==> src/hw/rtl/hnsd_pkg.sv <==
package hnsd_pkg;

	// Store sizes and sample width (ring sizes are powers of two)
	localparam int MAX_SMOOTHING = 16;
	localparam int MAX_DECISION  = 64;
	localparam int SAMPLE_BITS   = 16;

	localparam int SM_IDX_W = $clog2(MAX_SMOOTHING);
	localparam int FL_W     = $clog2(MAX_SMOOTHING + 1);
	localparam int SUM_W    = SAMPLE_BITS + SM_IDX_W;
	localparam int STEP_W   = $clog2(SUM_W + 1);

	localparam int DEC_IDX_W = $clog2(MAX_DECISION);
	localparam int DL_W      = $clog2(MAX_DECISION + 1);
	localparam int CNT_W     = DEC_IDX_W;

	localparam int DECISION_MIN  = 15;
	localparam int SUBWINDOW_MIN = 3;
	localparam int SUBWINDOW_MAX = 16;
	localparam int STRIDE_LESS   = 2;
	localparam int SL_W          = 5;
	localparam int K_W           = $clog2(SUBWINDOW_MAX);

	localparam int MAG_W   = SAMPLE_BITS;
	localparam int HSUM_W  = MAG_W + CNT_W;
	localparam int PROD_W  = HSUM_W + CNT_W;
	localparam int SWING_W = 15;
	localparam int PEAKS_W = 6;
	localparam int CFG_DATA_W = 15;

	typedef enum logic [2:0] {
		CFG_SOURCE_SELECT    = 3'd0,
		CFG_FILTER_LENGTH    = 3'd1,
		CFG_SUBWINDOW_LENGTH = 3'd2,
		CFG_DECISION_LENGTH  = 3'd3,
		CFG_SHAKE_MIN_SWING  = 3'd4,
		CFG_NOD_MIN_SWING    = 3'd5,
		CFG_SHAKE_MIN_PEAKS  = 3'd6,
		CFG_NOD_MIN_PEAKS    = 3'd7
	} cfg_index_t;

	typedef enum logic [1:0] {
		VERDICT_FILL     = 2'd0,
		VERDICT_CONTINUE = 2'd1,
		VERDICT_NOD      = 2'd2,
		VERDICT_SHAKE    = 2'd3
	} verdict_t;

	typedef struct packed {
		logic signed [SAMPLE_BITS-1:0] h;
		logic signed [SAMPLE_BITS-1:0] v;
	} sample_pair_t;

	typedef struct packed {
		verdict_t             verdict;
		logic [PEAKS_W-1:0]   hpeaks;
		logic [PEAKS_W-1:0]   vpeaks;
	} result_t;

	typedef struct packed {
		logic                 source;
		logic [4:0]           flen;
		logic [4:0]           slen;
		logic [6:0]           dlen;
		logic [SWING_W-1:0]   shake_swing;
		logic [SWING_W-1:0]   nod_swing;
		logic [PEAKS_W-1:0]   shake_peaks;
		logic [PEAKS_W-1:0]   nod_peaks;
	} cfg_t;

	// Window side status seen by the smoothing side
	typedef struct packed {
		logic busy;
		logic clear;
	} back_status_t;

	typedef struct packed {
		logic                          hit;
		logic [MAG_W-1:0]              mag;
		logic signed [SAMPLE_BITS-1:0] value;
	} peak_t;

	function automatic logic [FL_W-1:0] clamp_flen(input logic [4:0] v);
		if (v == 5'd0) return FL_W'(1);
		if (int'(v) > MAX_SMOOTHING) return FL_W'(MAX_SMOOTHING);
		return FL_W'(v);
	endfunction

	function automatic logic [SL_W-1:0] clamp_slen(input logic [4:0] v);
		if (int'(v) < SUBWINDOW_MIN) return SL_W'(SUBWINDOW_MIN);
		if (int'(v) > SUBWINDOW_MAX) return SL_W'(SUBWINDOW_MAX);
		return v;
	endfunction

	function automatic logic [DL_W-1:0] clamp_dlen(input logic [6:0] v);
		if (int'(v) < DECISION_MIN) return DL_W'(DECISION_MIN);
		if (int'(v) > MAX_DECISION) return DL_W'(MAX_DECISION);
		return DL_W'(v);
	endfunction

	// Interior max first, then interior min, against the reference
	function automatic peak_t peak_check(
		input logic signed [SAMPLE_BITS-1:0] maxv,
		input logic signed [SAMPLE_BITS-1:0] minv,
		input logic signed [SAMPLE_BITS-1:0] w0,
		input logic [K_W-1:0]                maxi,
		input logic [K_W-1:0]                mini,
		input logic                          have_last,
		input logic signed [SAMPLE_BITS-1:0] last,
		input logic [SWING_W-1:0]            limit,
		input logic [SL_W-1:0]               n_last
	);
		logic signed [SAMPLE_BITS-1:0] refv;
		logic signed [SAMPLE_BITS:0]   dmax, dmin;
		logic [SAMPLE_BITS:0]          amax, amin;
		peak_t                         r;
		refv = have_last ? last : w0;
		dmax = (SAMPLE_BITS+1)'(maxv) - (SAMPLE_BITS+1)'(refv);
		dmin = (SAMPLE_BITS+1)'(minv) - (SAMPLE_BITS+1)'(refv);
		amax = dmax[SAMPLE_BITS] ? (SAMPLE_BITS+1)'(-dmax) : (SAMPLE_BITS+1)'(dmax);
		amin = dmin[SAMPLE_BITS] ? (SAMPLE_BITS+1)'(-dmin) : (SAMPLE_BITS+1)'(dmin);
		r.hit   = 1'b0;
		r.mag   = '0;
		r.value = refv;
		if (maxi != '0 && SL_W'(maxi) != n_last && int'(amax) >= int'(limit)) begin
			r.hit   = 1'b1;
			r.mag   = MAG_W'(amax);
			r.value = maxv;
		end else if (mini != '0 && SL_W'(mini) != n_last && int'(amin) >= int'(limit)) begin
			r.hit   = 1'b1;
			r.mag   = MAG_W'(amin);
			r.value = minv;
		end
		return r;
	endfunction

endpackage

==> src/hw/rtl/head_nod_shake_detector.sv <==
// Path, request accepted to result on the ports: request queue, smoothing filter (the
//   sample passes unaveraged while the filter fills, else averaged over filter_length), then
//   the decision window, where a full window adds the scan, drain, multiply and compare steps.
// Throughput: one sample at a time; smoothing of the next sample waits until the window
//   side has pushed its result.
// Reset (arst_n low, asynchronous): queues empty, stores empty, registers at defaults.
module head_nod_shake_detector (
	input  logic                                   clk,
	input  logic                                   arst_n,
	input  logic                                   push,
	output logic                                   full,
	input  logic signed [hnsd_pkg::SAMPLE_BITS-1:0] horizontal_sample,
	input  logic signed [hnsd_pkg::SAMPLE_BITS-1:0] vertical_sample,
	output logic                                   empty,
	input  logic                                   pop,
	output logic [1:0]                             verdict,
	output logic [hnsd_pkg::PEAKS_W-1:0]           horizontal_peaks,
	output logic [hnsd_pkg::PEAKS_W-1:0]           vertical_peaks,
	input  logic                                   cfg_valid,
	output logic                                   cfg_ready,
	input  logic [2:0]                             cfg_index,
	input  logic [hnsd_pkg::CFG_DATA_W-1:0]        cfg_data
);
	import hnsd_pkg::*;

	cfg_t         cfg_q;
	sample_pair_t in_pair, q_pair, sm_pair;
	logic         q_valid, q_pop, sm_valid, win_ready, res_push, out_room;
	back_status_t back;
	result_t      res, out_q [2];
	logic         out_wr_q, out_rd_q;
	logic [1:0]   out_cnt_q;

	assign cfg_ready = 1'b1;
	assign in_pair   = '{h: horizontal_sample, v: vertical_sample};

	// Configuration registers
	always_ff @(posedge clk or negedge arst_n) begin
		if (!arst_n) begin
			cfg_q <= '{source: 1'b1, flen: 5'd5, slen: 5'd7, dlen: 7'd45,
			           shake_swing: 15'd160, nod_swing: 15'd160,
			           shake_peaks: 6'd3, nod_peaks: 6'd3};
		end else if (cfg_valid && cfg_ready) begin
			case (cfg_index_t'(cfg_index))
				CFG_SOURCE_SELECT:    cfg_q.source      <= cfg_data[0];
				CFG_FILTER_LENGTH:    cfg_q.flen        <= cfg_data[4:0];
				CFG_SUBWINDOW_LENGTH: cfg_q.slen        <= cfg_data[4:0];
				CFG_DECISION_LENGTH:  cfg_q.dlen        <= cfg_data[6:0];
				CFG_SHAKE_MIN_SWING:  cfg_q.shake_swing <= cfg_data;
				CFG_NOD_MIN_SWING:    cfg_q.nod_swing   <= cfg_data;
				CFG_SHAKE_MIN_PEAKS:  cfg_q.shake_peaks <= cfg_data[5:0];
				CFG_NOD_MIN_PEAKS:    cfg_q.nod_peaks   <= cfg_data[5:0];
				default: ;
			endcase
		end
	end

	// Front: request queue and smoothing
	hnsd_queue u_queue (
		.clk    (clk),
		.arst_n (arst_n),
		.push   (push),
		.wdata  (in_pair),
		.full   (full),
		.pop    (q_pop),
		.rdata  (q_pair),
		.valid  (q_valid)
	);

	hnsd_smooth u_smooth (
		.clk           (clk),
		.arst_n        (arst_n),
		.in_pair       (q_pair),
		.in_valid      (q_valid),
		.in_pop        (q_pop),
		.filter_length (cfg_q.flen),
		.back          (back),
		.out_pair      (sm_pair),
		.out_valid     (sm_valid),
		.out_take      (win_ready)
	);

	// Back: decision window and peak scan
	hnsd_window u_window (
		.clk      (clk),
		.arst_n   (arst_n),
		.in_pair  (sm_pair),
		.in_valid (sm_valid),
		.in_ready (win_ready),
		.cfg      (cfg_q),
		.out_room (out_room),
		.res      (res),
		.res_push (res_push),
		.status   (back)
	);

	// Result queue
	assign out_room         = (out_cnt_q != 2'd2);
	assign empty            = (out_cnt_q == 2'd0);
	assign verdict          = out_q[out_rd_q].verdict;
	assign horizontal_peaks = out_q[out_rd_q].hpeaks;
	assign vertical_peaks   = out_q[out_rd_q].vpeaks;

	always_ff @(posedge clk or negedge arst_n) begin
		if (!arst_n) begin
			out_wr_q  <= 1'b0;
			out_rd_q  <= 1'b0;
			out_cnt_q <= 2'd0;
		end else begin
			if (res_push) out_wr_q <= ~out_wr_q;
			if (pop && !empty) out_rd_q <= ~out_rd_q;
			out_cnt_q <= out_cnt_q + 2'(res_push ? 1 : 0) - 2'((pop && !empty) ? 1 : 0);
		end
	end

	always_ff @(posedge clk) begin
		if (res_push) out_q[out_wr_q] <= res;
	end

endmodule

==> src/hw/rtl/hnsd_queue.sv <==
module hnsd_queue (
	input  logic                  clk,
	input  logic                  arst_n,
	input  logic                  push,
	input  hnsd_pkg::sample_pair_t wdata,
	output logic                  full,
	input  logic                  pop,
	output hnsd_pkg::sample_pair_t rdata,
	output logic                  valid
);
	import hnsd_pkg::*;

	sample_pair_t entry_q [2];
	logic         wr_ptr_q, rd_ptr_q;
	logic [1:0]   cnt_q;

	assign full  = (cnt_q == 2'd2);
	assign valid = (cnt_q != 2'd0);
	assign rdata = entry_q[rd_ptr_q];

	// Two-entry request queue between port and smoothing
	always_ff @(posedge clk or negedge arst_n) begin
		if (!arst_n) begin
			wr_ptr_q <= 1'b0;
			rd_ptr_q <= 1'b0;
			cnt_q    <= 2'd0;
		end else begin
			if (push && !full) wr_ptr_q <= ~wr_ptr_q;
			if (pop && valid) rd_ptr_q <= ~rd_ptr_q;
			cnt_q <= cnt_q + 2'((push && !full) ? 1 : 0) - 2'((pop && valid) ? 1 : 0);
		end
	end

	always_ff @(posedge clk) begin
		if (push && !full) entry_q[wr_ptr_q] <= wdata;
	end

endmodule

==> src/hw/rtl/hnsd_smooth.sv <==
module hnsd_smooth (
	input  logic                   clk,
	input  logic                   arst_n,
	input  hnsd_pkg::sample_pair_t in_pair,
	input  logic                   in_valid,
	output logic                   in_pop,
	input  logic [4:0]             filter_length,
	input  hnsd_pkg::back_status_t back,
	output hnsd_pkg::sample_pair_t out_pair,
	output logic                   out_valid,
	input  logic                   out_take
);
	import hnsd_pkg::*;

	typedef enum logic [3:0] {
		S_IDLE = 4'b0001,
		S_SUM  = 4'b0010,
		S_DIV  = 4'b0100,
		S_OUT  = 4'b1000
	} sm_state_t;

	sm_state_t                     state_q;
	logic signed [SAMPLE_BITS-1:0] h_ring_q [MAX_SMOOTHING];
	logic signed [SAMPLE_BITS-1:0] v_ring_q [MAX_SMOOTHING];
	logic [SM_IDX_W-1:0]           head_q;
	logic [FL_W-1:0]               fill_q, k_q;
	logic signed [SUM_W-1:0]       hsum_q, vsum_q;
	logic [SUM_W-1:0]              hdiv_q, vdiv_q;
	logic [FL_W-1:0]               hrem_q, vrem_q;
	logic                          hneg_q, vneg_q;
	logic [STEP_W-1:0]             step_q;
	sample_pair_t                  out_q;

	logic [FL_W-1:0]               flen, fill_new;
	logic                          start;
	logic [SM_IDX_W-1:0]           rd_idx;
	logic signed [SUM_W-1:0]       hsum_nx, vsum_nx;
	logic [FL_W:0]                 hshift, vshift;
	logic                          hbit, vbit;
	logic [SUM_W-1:0]              hq, vq;

	assign flen      = clamp_flen(filter_length);
	assign fill_new  = fill_q + FL_W'(1);
	assign start     = (state_q == S_IDLE) && in_valid && !back.busy && !back.clear;
	assign in_pop    = start;
	assign out_pair  = out_q;
	assign out_valid = (state_q == S_OUT);

	// Running sum over the newest flen samples
	assign rd_idx  = head_q - SM_IDX_W'(flen) + SM_IDX_W'(k_q);
	assign hsum_nx = hsum_q + SUM_W'(h_ring_q[rd_idx]);
	assign vsum_nx = vsum_q + SUM_W'(v_ring_q[rd_idx]);

	// One restoring division step per lane
	always_comb begin
		hshift = {hrem_q, hdiv_q[SUM_W-1]};
		vshift = {vrem_q, vdiv_q[SUM_W-1]};
		hbit   = (hshift >= (FL_W+1)'(flen));
		vbit   = (vshift >= (FL_W+1)'(flen));
		hq     = {hdiv_q[SUM_W-2:0], hbit};
		vq     = {vdiv_q[SUM_W-2:0], vbit};
	end

	always_ff @(posedge clk or negedge arst_n) begin
		if (!arst_n) begin
			state_q <= S_IDLE;
			head_q  <= '0;
			fill_q  <= '0;
			k_q     <= '0;
			step_q  <= '0;
		end else begin
			case (state_q)
				S_IDLE: begin
					if (back.clear) begin
						head_q <= '0;
						fill_q <= '0;
					end else if (start) begin
						head_q <= head_q + SM_IDX_W'(1);
						k_q    <= '0;
						if (fill_new < flen) begin
							fill_q  <= fill_new;
							state_q <= S_OUT;
						end else begin
							state_q <= S_SUM;
						end
					end
				end
				S_SUM: begin
					k_q <= k_q + FL_W'(1);
					if (k_q == flen - FL_W'(1)) begin
						step_q  <= '0;
						state_q <= S_DIV;
					end
				end
				S_DIV: begin
					step_q <= step_q + STEP_W'(1);
					if (step_q == STEP_W'(SUM_W - 1)) state_q <= S_OUT;
				end
				S_OUT: begin
					if (out_take) state_q <= S_IDLE;
				end
				default: state_q <= S_IDLE;
			endcase
		end
	end

	// Ring storage and datapath
	always_ff @(posedge clk) begin
		case (state_q)
			S_IDLE: begin
				if (start) begin
					h_ring_q[head_q] <= in_pair.h;
					v_ring_q[head_q] <= in_pair.v;
					out_q            <= in_pair;
					hsum_q           <= '0;
					vsum_q           <= '0;
				end
			end
			S_SUM: begin
				hsum_q <= hsum_nx;
				vsum_q <= vsum_nx;
				hrem_q <= '0;
				vrem_q <= '0;
				hneg_q <= hsum_nx[SUM_W-1];
				vneg_q <= vsum_nx[SUM_W-1];
				// floor for negatives: ceil of magnitude, negated later
				hdiv_q <= hsum_nx[SUM_W-1] ? SUM_W'(-hsum_nx) + SUM_W'(flen) - SUM_W'(1)
				                           : SUM_W'(hsum_nx);
				vdiv_q <= vsum_nx[SUM_W-1] ? SUM_W'(-vsum_nx) + SUM_W'(flen) - SUM_W'(1)
				                           : SUM_W'(vsum_nx);
			end
			S_DIV: begin
				hrem_q <= hbit ? FL_W'(hshift - (FL_W+1)'(flen)) : FL_W'(hshift);
				vrem_q <= vbit ? FL_W'(vshift - (FL_W+1)'(flen)) : FL_W'(vshift);
				hdiv_q <= hq;
				vdiv_q <= vq;
				if (step_q == STEP_W'(SUM_W - 1)) begin
					out_q.h <= hneg_q ? SAMPLE_BITS'(-hq) : SAMPLE_BITS'(hq);
					out_q.v <= vneg_q ? SAMPLE_BITS'(-vq) : SAMPLE_BITS'(vq);
				end
			end
			default: ;
		endcase
	end

endmodule

==> src/hw/rtl/hnsd_window.sv <==
module hnsd_window (
	input  logic                   clk,
	input  logic                   arst_n,
	input  hnsd_pkg::sample_pair_t in_pair,
	input  logic                   in_valid,
	output logic                   in_ready,
	input  hnsd_pkg::cfg_t         cfg,
	input  logic                   out_room,
	output hnsd_pkg::result_t      res,
	output logic                   res_push,
	output hnsd_pkg::back_status_t status
);
	import hnsd_pkg::*;

	typedef enum logic [4:0] {
		W_IDLE  = 5'b00001,
		W_SCAN  = 5'b00010,
		W_DRAIN = 5'b00100,
		W_MUL   = 5'b01000,
		W_CMP   = 5'b10000
	} win_state_t;

	logic signed [SAMPLE_BITS-1:0] h_mem [MAX_DECISION];
	logic signed [SAMPLE_BITS-1:0] v_mem [MAX_DECISION];

	win_state_t           state_q;
	logic [DEC_IDX_W-1:0] head_q, start_q;
	logic [DL_W-1:0]      fill_q, i_q;
	logic [K_W-1:0]       k_q;
	logic                 res_push_q, clear_q;
	result_t              res_q;

	// read stage and search stage
	logic                          v_s1, last_s1, eval_s2;
	logic [K_W-1:0]                k_s1;
	logic signed [SAMPLE_BITS-1:0] h_s1, v_rd_s1;
	logic signed [SAMPLE_BITS-1:0] hmax_q, hmin_q, hw0_q, vmax_q, vmin_q, vw0_q;
	logic [K_W-1:0]                hmaxi_q, hmini_q, vmaxi_q, vmini_q;
	logic                          hhave_q, vhave_q;
	logic signed [SAMPLE_BITS-1:0] hlast_q, vlast_q;
	logic [CNT_W-1:0]              hc_q, vc_q, hn_q, vn_q;
	logic [HSUM_W-1:0]             hsum_q, vsum_q;
	logic [PROD_W-1:0]             lhs_q, rhs_q;

	logic [SL_W-1:0]       slen, stride;
	logic [DL_W-1:0]       dlen, fill_new;
	logic                  accept, k_end, more;
	logic [DEC_IDX_W-1:0]  rd_addr;
	peak_t                 hpk, vpk;
	logic                  hcnt, vcnt;
	logic                  sh_ok, nd_ok;
	verdict_t              verdict;

	assign slen     = clamp_slen(cfg.slen);
	assign stride   = slen - SL_W'(STRIDE_LESS);
	assign dlen     = clamp_dlen(cfg.dlen);
	assign fill_new = fill_q + DL_W'(1);
	assign in_ready = (state_q == W_IDLE) && !res_push_q && out_room;
	assign accept   = in_valid && in_ready;
	assign k_end    = (SL_W'(k_q) == slen - SL_W'(1));
	assign more     = (int'(i_q) + int'(stride) + int'(slen) <= int'(dlen));
	assign rd_addr  = start_q + DEC_IDX_W'(i_q) + DEC_IDX_W'(k_q);
	assign res      = res_q;
	assign res_push = res_push_q;
	assign status.busy  = (state_q != W_IDLE) || res_push_q;
	assign status.clear = clear_q;

	// Peak test of the subwindow just scanned
	always_comb begin
		hpk = peak_check(hmax_q, hmin_q, hw0_q, hmaxi_q, hmini_q, hhave_q, hlast_q,
		                 cfg.shake_swing, slen - SL_W'(1));
		vpk = peak_check(vmax_q, vmin_q, vw0_q, vmaxi_q, vmini_q, vhave_q, vlast_q,
		                 cfg.nod_swing, slen - SL_W'(1));
		hcnt = 1'b0;
		vcnt = 1'b0;
		if (cfg.source) begin
			if (hpk.hit && hpk.mag >= vpk.mag) hcnt = 1'b1;
			else if (vpk.hit && vpk.mag >= hpk.mag) vcnt = 1'b1;
		end else begin
			if (vpk.hit && vpk.mag >= hpk.mag) vcnt = 1'b1;
			else if (hpk.hit && hpk.mag >= vpk.mag) hcnt = 1'b1;
		end
	end

	// Final decision from counts and cross-multiplied means
	always_comb begin
		sh_ok   = (int'(hc_q) >= int'(cfg.shake_peaks)) && (hc_q >= vc_q);
		nd_ok   = (int'(vc_q) >= int'(cfg.nod_peaks)) && (vc_q >= hc_q);
		verdict = VERDICT_CONTINUE;
		if (cfg.source) begin
			if (sh_ok) verdict = (lhs_q >= rhs_q) ? VERDICT_SHAKE : VERDICT_CONTINUE;
			else if (nd_ok) verdict = (rhs_q >= lhs_q) ? VERDICT_NOD : VERDICT_CONTINUE;
		end else begin
			if (nd_ok) verdict = (rhs_q >= lhs_q) ? VERDICT_NOD : VERDICT_CONTINUE;
			else if (sh_ok) verdict = (lhs_q >= rhs_q) ? VERDICT_SHAKE : VERDICT_CONTINUE;
		end
	end

	// Window memories
	always_ff @(posedge clk) begin
		if (accept) begin
			h_mem[head_q] <= in_pair.h;
			v_mem[head_q] <= in_pair.v;
		end
		h_s1    <= h_mem[rd_addr];
		v_rd_s1 <= v_mem[rd_addr];
	end

	// Control
	always_ff @(posedge clk or negedge arst_n) begin
		if (!arst_n) begin
			state_q    <= W_IDLE;
			head_q     <= '0;
			fill_q     <= '0;
			res_push_q <= 1'b0;
			clear_q    <= 1'b0;
			v_s1       <= 1'b0;
			eval_s2    <= 1'b0;
		end else begin
			res_push_q <= 1'b0;
			clear_q    <= 1'b0;
			v_s1       <= 1'b0;
			eval_s2    <= v_s1 && last_s1;
			case (state_q)
				W_IDLE: begin
					if (accept) begin
						head_q <= head_q + DEC_IDX_W'(1);
						if (fill_new < dlen) begin
							fill_q     <= fill_new;
							res_push_q <= 1'b1;
						end else begin
							// a subwindow longer than the window leaves nothing to scan
							state_q <= (DL_W'(slen) > dlen) ? W_DRAIN : W_SCAN;
						end
					end
				end
				W_SCAN: begin
					v_s1 <= 1'b1;
					if (k_end && !more) state_q <= W_DRAIN;
				end
				W_DRAIN: begin
					if (!v_s1 && !eval_s2) state_q <= W_MUL;
				end
				W_MUL: state_q <= W_CMP;
				W_CMP: begin
					res_push_q <= 1'b1;
					state_q    <= W_IDLE;
					if (verdict == VERDICT_NOD || verdict == VERDICT_SHAKE) begin
						clear_q <= 1'b1;
						head_q  <= '0;
						fill_q  <= '0;
					end
				end
				default: state_q <= W_IDLE;
			endcase
		end
	end

	// Datapath: address walk, max/min search, peak tally, result
	always_ff @(posedge clk) begin
		if (accept) begin
			start_q <= head_q + DEC_IDX_W'(1) - DEC_IDX_W'(dlen);
			i_q     <= '0;
			k_q     <= '0;
			hc_q    <= '0;
			vc_q    <= '0;
			hn_q    <= '0;
			vn_q    <= '0;
			hsum_q  <= '0;
			vsum_q  <= '0;
			hhave_q <= 1'b0;
			vhave_q <= 1'b0;
			res_q   <= '{verdict: VERDICT_FILL, hpeaks: '0, vpeaks: '0};
		end
		if (state_q == W_SCAN) begin
			k_s1    <= k_q;
			last_s1 <= k_end;
			if (k_end) begin
				k_q <= '0;
				i_q <= i_q + DL_W'(stride);
			end else begin
				k_q <= k_q + K_W'(1);
			end
		end
		if (v_s1) begin
			if (k_s1 == '0) begin
				hmax_q <= h_s1;    hmin_q <= h_s1;    hw0_q <= h_s1;
				vmax_q <= v_rd_s1; vmin_q <= v_rd_s1; vw0_q <= v_rd_s1;
				hmaxi_q <= '0; hmini_q <= '0; vmaxi_q <= '0; vmini_q <= '0;
			end else begin
				if (h_s1 > hmax_q) begin hmax_q <= h_s1; hmaxi_q <= k_s1; end
				if (h_s1 < hmin_q) begin hmin_q <= h_s1; hmini_q <= k_s1; end
				if (v_rd_s1 > vmax_q) begin vmax_q <= v_rd_s1; vmaxi_q <= k_s1; end
				if (v_rd_s1 < vmin_q) begin vmin_q <= v_rd_s1; vmini_q <= k_s1; end
			end
		end
		if (eval_s2) begin
			if (hcnt) hc_q <= hc_q + CNT_W'(1);
			if (vcnt) vc_q <= vc_q + CNT_W'(1);
			if (hpk.hit) begin
				hn_q    <= hn_q + CNT_W'(1);
				hsum_q  <= hsum_q + HSUM_W'(hpk.mag);
				hhave_q <= 1'b1;
				hlast_q <= hpk.value;
			end
			if (vpk.hit) begin
				vn_q    <= vn_q + CNT_W'(1);
				vsum_q  <= vsum_q + HSUM_W'(vpk.mag);
				vhave_q <= 1'b1;
				vlast_q <= vpk.value;
			end
		end
		if (state_q == W_MUL) begin
			lhs_q <= (hn_q == '0) ? '0 : PROD_W'(hsum_q) * PROD_W'((vn_q == '0) ? CNT_W'(1) : vn_q);
			rhs_q <= (vn_q == '0) ? '0 : PROD_W'(vsum_q) * PROD_W'((hn_q == '0) ? CNT_W'(1) : hn_q);
		end
		if (state_q == W_CMP) begin
			res_q.verdict <= verdict;
			res_q.hpeaks  <= PEAKS_W'(hc_q);
			res_q.vpeaks  <= PEAKS_W'(vc_q);
		end
	end

endmodule

==> config.mk <==
export PLATFORM = sky130hd
export DESIGN_NAME = head_nod_shake_detector
export DESIGN_NICKNAME = d
export VERILOG_FILES = /design/src/hw/rtl/hnsd_pkg.sv /design/src/hw/rtl/head_nod_shake_detector.sv /design/src/hw/rtl/hnsd_queue.sv /design/src/hw/rtl/hnsd_smooth.sv /design/src/hw/rtl/hnsd_window.sv
export SDC_FILE = /design/constraint.sdc
export NUM_CORES = 2
export LEC_CHECK = 0
export BUFFER_PORTS_ARGS = -buffer_cell sky130_fd_sc_hd__buf_4
export CORE_MARGIN = 2
export CORE_UTILIZATION = 40
export CTS_CLUSTER_DIAMETER = 80
export DETAILED_ROUTE_END_ITERATION = 8
export HOLD_SLACK_MARGIN = 0.12
export PLACE_DENSITY = 0.52
export SETUP_SLACK_MARGIN = 0.4
export SLEW_MARGIN = 5
export SYNTH_ARGS = -nofsm -noshare
export SYNTH_HDL_FRONTEND = slang
export SYNTH_HIERARCHICAL = 1
export SYNTH_SLANG_ARGS = --single-unit
==> constraint.sdc <==
create_clock -name clk -period 10.3 [get_ports clk]
set_input_delay 0.515 -clock clk [delete_from_list [all_inputs] [get_ports clk]]
set_output_delay 0.515 -clock clk [all_outputs]
set_load 0.02 [all_outputs]
==> flow_summary.ini <==
[run_status]
status = finished clean

[sta]
hold_slack_ps = 333
finalCritPeriodShare_pct = 90.3
fin_crit_ps = 9300
tns_ps = 0
setup_viol = 0
final_hold_viol_count = 0
slew_headroom_pct = 15.2
grt_setup_unrepaired = false
tightest_slew_ps = 1270
timing.fmax_ghz = 0.108
fin_skew_ps = 80.5
maxSlewViolCount = 0

[route]
avgViaCountPerCell = 5.61
wirelength_mm = 394
dr.pass1.iters = 6
initialDrtViolationCount = 7088
via_count = 80500
wl_per_cell_microns = 27.5
drt.antenna.violating_nets = 0
drc = 0

[placed_design]
dp.final_hpwl_mm = 245
place.gp.congestion = 0.877
port_buffers = 70

[global_routing]
antenna_found_initial = 25
grt_pass1_wl_mm = 574
grt_pass1_vias = 82500
grt_max_degree = 102
track_usage_pct = 20.9
grt-ovfl-total = 0

[floorplan]
dieArea_sq_um = 373000
start_util_pct = 40.3
rows = 222
core_sq_um = 366000
pin_count = 72
die_w_microns = 611
die_h_microns = 611

[cts]
cts_setup_buffers = 0
cts_root_buf = clkbuf_16
insertion_delay_ps = 950
htreeDepth = 5
cts_tree = built
clkTransAtPathRegs_ps = 60
cts_sinks = 3227
cts_buffers = 359
cts_max_path_buffers = 4

[worst_setup_path]
slowest_delay_ps = 610
critical_path_peak_fanout = 14
required_ps = 11120
critPathKind = flop to flop
cp_slowest_cell = dfxtp_1
ff2ff_path_depth = 34
start_kind = flop
cpMostUsedCell = o21ai_0
end_kind = flop
crit_arrival_ps = 10130

[yosys]
synthAdderAreaFrac_pct = 6.66
netlist_area_sq_um = 147000
synth_top_area_share_pct = 61.2
synth_top_family_by_area = multiplexers
avgSynthCellArea_sq_um = 16.6
synthDistinctLibCells = 115
synth_compound_area_share_pct = 5.12
synthCells = 8897
syn-num-nets = 9626
synth_xor_xnor_area_share_pct = 1.95
synth_warnings = 6
async_reset_ff_share_pct = 3.50
yosysTopAreaCell = edfxtp_1
synth_flop_cell = edfxtp_1
synth-seq-cells = 3227
synth-simple-area-share_pct = 5.67
ys_seq_area_share_pct = 64.6
muxShareOfSynthArea_pct = 13.8
synth_edf_count = 3005
synth.area.top_cells = edfxtp_1 (61%), mux4_2 (12%), ha_1 (4.2%), fa_1 (2.5%), dfrtp_1 (1.6%)

[final_layout]
area_delta_synth_final_pct = 13.3
final_nets = 9949
final_cell_mix = edfxtp_1 (3,005), mux4_2 (792), nand2_1 (517)
drive_above_1_share_pct = 20.4
layout_commonest_cell = edfxtp_1
fillCellCount = 31600

[flow_run]
cap_violations = 0

[hold_path]
min_path_type = primary input to flop
whs_path_depth = 2

[power_and_ir_drop]
p_leak_nw = 57.6
power_density_nw_per_um2 = 346
peakVddDrop_v = 0.000466
[critical path: cells and delay by family (launching register included)]
family | cells | cell delay [ps]
multiplexers | 2 | 870
adder cells (fa/ha/maj) | 4 | 1060
flip-flops | 1 | 610
AO/OA/AOI/OAI | 21 | 5380
AND/OR/NAND/NOR | 6 | 1250
buffers and inverters | 1 | 80
[sequential cells by signal (all words and copies together) (netlist names), 20 cells and up]
name and flops:
u_window/h_mem 1024, u_window/v_mem 1024, u_smooth/h_ring_q 256, u_smooth/v_ring_q 256
u_queue/entry_q 64, cfg_q 60, u_smooth/out_pair 32, out_q 28
u_window/lhs_q 28, u_window/rhs_q 28, u_window/hsum_q 22, u_window/vsum_q 22
u_smooth/hdiv_q 20, u_smooth/hsum_q 20, u_smooth/vdiv_q 20, u_smooth/vsum_q 20
[per-layer routing]
layer | track usage (%) | up-vias | part of all wire [%]
met2 | 35.5 | 1961 | 50
met3 | 2.04 | 500 | 4.1
li1 | - | 35400 | -
met5 | 0 | - | 0.0069
met4 | 5.49 | 4 | 2.5
met1 | 28.9 | 42600 | 44
[synthesized netlist by cell type (all sizes together), types with 16 or more instances]
cell type and n:
a211o 16, a211oi 79, a21o 127, a21oi 246, a31oi 63, and2 165
and3 53, buf 116, clkbuf 261, dfrtp 93, dfstp 20, dfxtp 109
edfxtp 3005, fa 185, ha 489, inv 432, mux2 138, mux2i 75
mux4 792, nand2 521, nand2b 56, nand3 132, nand3b 16, nand4 48
nor2 407, nor2b 78, nor3 73, nor3b 18, nor4 27, o211ai 44
o21a 53, o21ai 306, o21bai 20, o31ai 42, or2 26, or3 28
xnor2 188, xor2 136
[where the power goes]
group / total (W) / internal, W / switching [W]
combinational: 0.0272 / 0.0103 / 0.0169
sequential: 0.0181 / 0.0176 / 0.000517
clock: 0.0125 / 0.00727 / 0.00524
total: 0.0578 / 0.0351 / 0.0227
[path summary, 6_finish.rpt]
kind	startpoint	to	slack, ps
max in group asynchronous	arst_n	cfg_q[21]$_DFFE_PN0P_	8130
hold reg to reg	u_window/res[3]$_SDFFCE_PN0P_	out_q[1][3]$_DFFE_PP_	460
min in group asynchronous	arst_n	cfg_q[29]$_DFFE_PN0P_	660
hold / removal	horizontal_sample[14]	u_queue/entry_q[0][30]$_DFFE_PP_	330
setup / recovery	u_window/hhave_q$_DFF_P_	u_window/hsum_q[19]$_DFF_P_	1000
setup reg to reg	u_window/hhave_q$_DFF_P_	u_window/hsum_q[19]$_DFF_P_	1000
[cells by family (layout without fill, tap and decap cells)]
| family | Yosys count | count (layout) |
|---|---|---|
| multiplexers | 1005 | 1005 |
| AND/OR/NAND/NOR | 1703 | 1703 |
| flip-flops | 3227 | 3227 |
| buffers and inverters | 809 | 1416 |
| XOR/XNOR | 325 | 325 |
| AO/OA/AOI/OAI | 1152 | 1152 |
| adder cells (fa/ha/maj) | 674 | 674 |
| other | 2 | 21 |
[timing repair]
action                                  4_1_cts  5_1_grt
endpoints found under the setup margin        0        8
resized for setup                             0        2
hold buffers                                 56        0
endpoints found under the hold margin       187        0
[per-stage QoR]
stage | setup slack (ps) | util [%] | cell area [sq um] | std cells | power (W)
after floorplan | 1670 | - | 147000 | 8897 | 0.0366
after global placement | 1080 | 42.3 | 155000 | 13600 | 0.0452
after detailed placement | 909 | 42.3 | 155000 | 13600 | 0.0456
after CTS | 897 | 45.6 | 167000 | 14300 | 0.0584
after global routing | 403 | 45.6 | 167000 | 14300 | 0.0610
final | 999 | 45.6 | 167000 | 14300 | 0.0578
[final cells by class]
type / count / area [sq um] / share of cell area, %
Clock buffer: 453 / 9700 / 5.81
Clock inverter: 192 / 1790 / 1.07
Timing Repair Buffer: 339 / 2880 / 1.72
Sequential cell: 3227 / 95300 / 57.0
Multi-Input combinational cell: 4861 / 49700 / 29.7
Antenna cell: 19 / 47.5 / 0.0285
Tap cell: 4816 / 6030 / 3.61
Inverter: 432 / 1620 / 0.972
(Power assumes the default switching activity.)
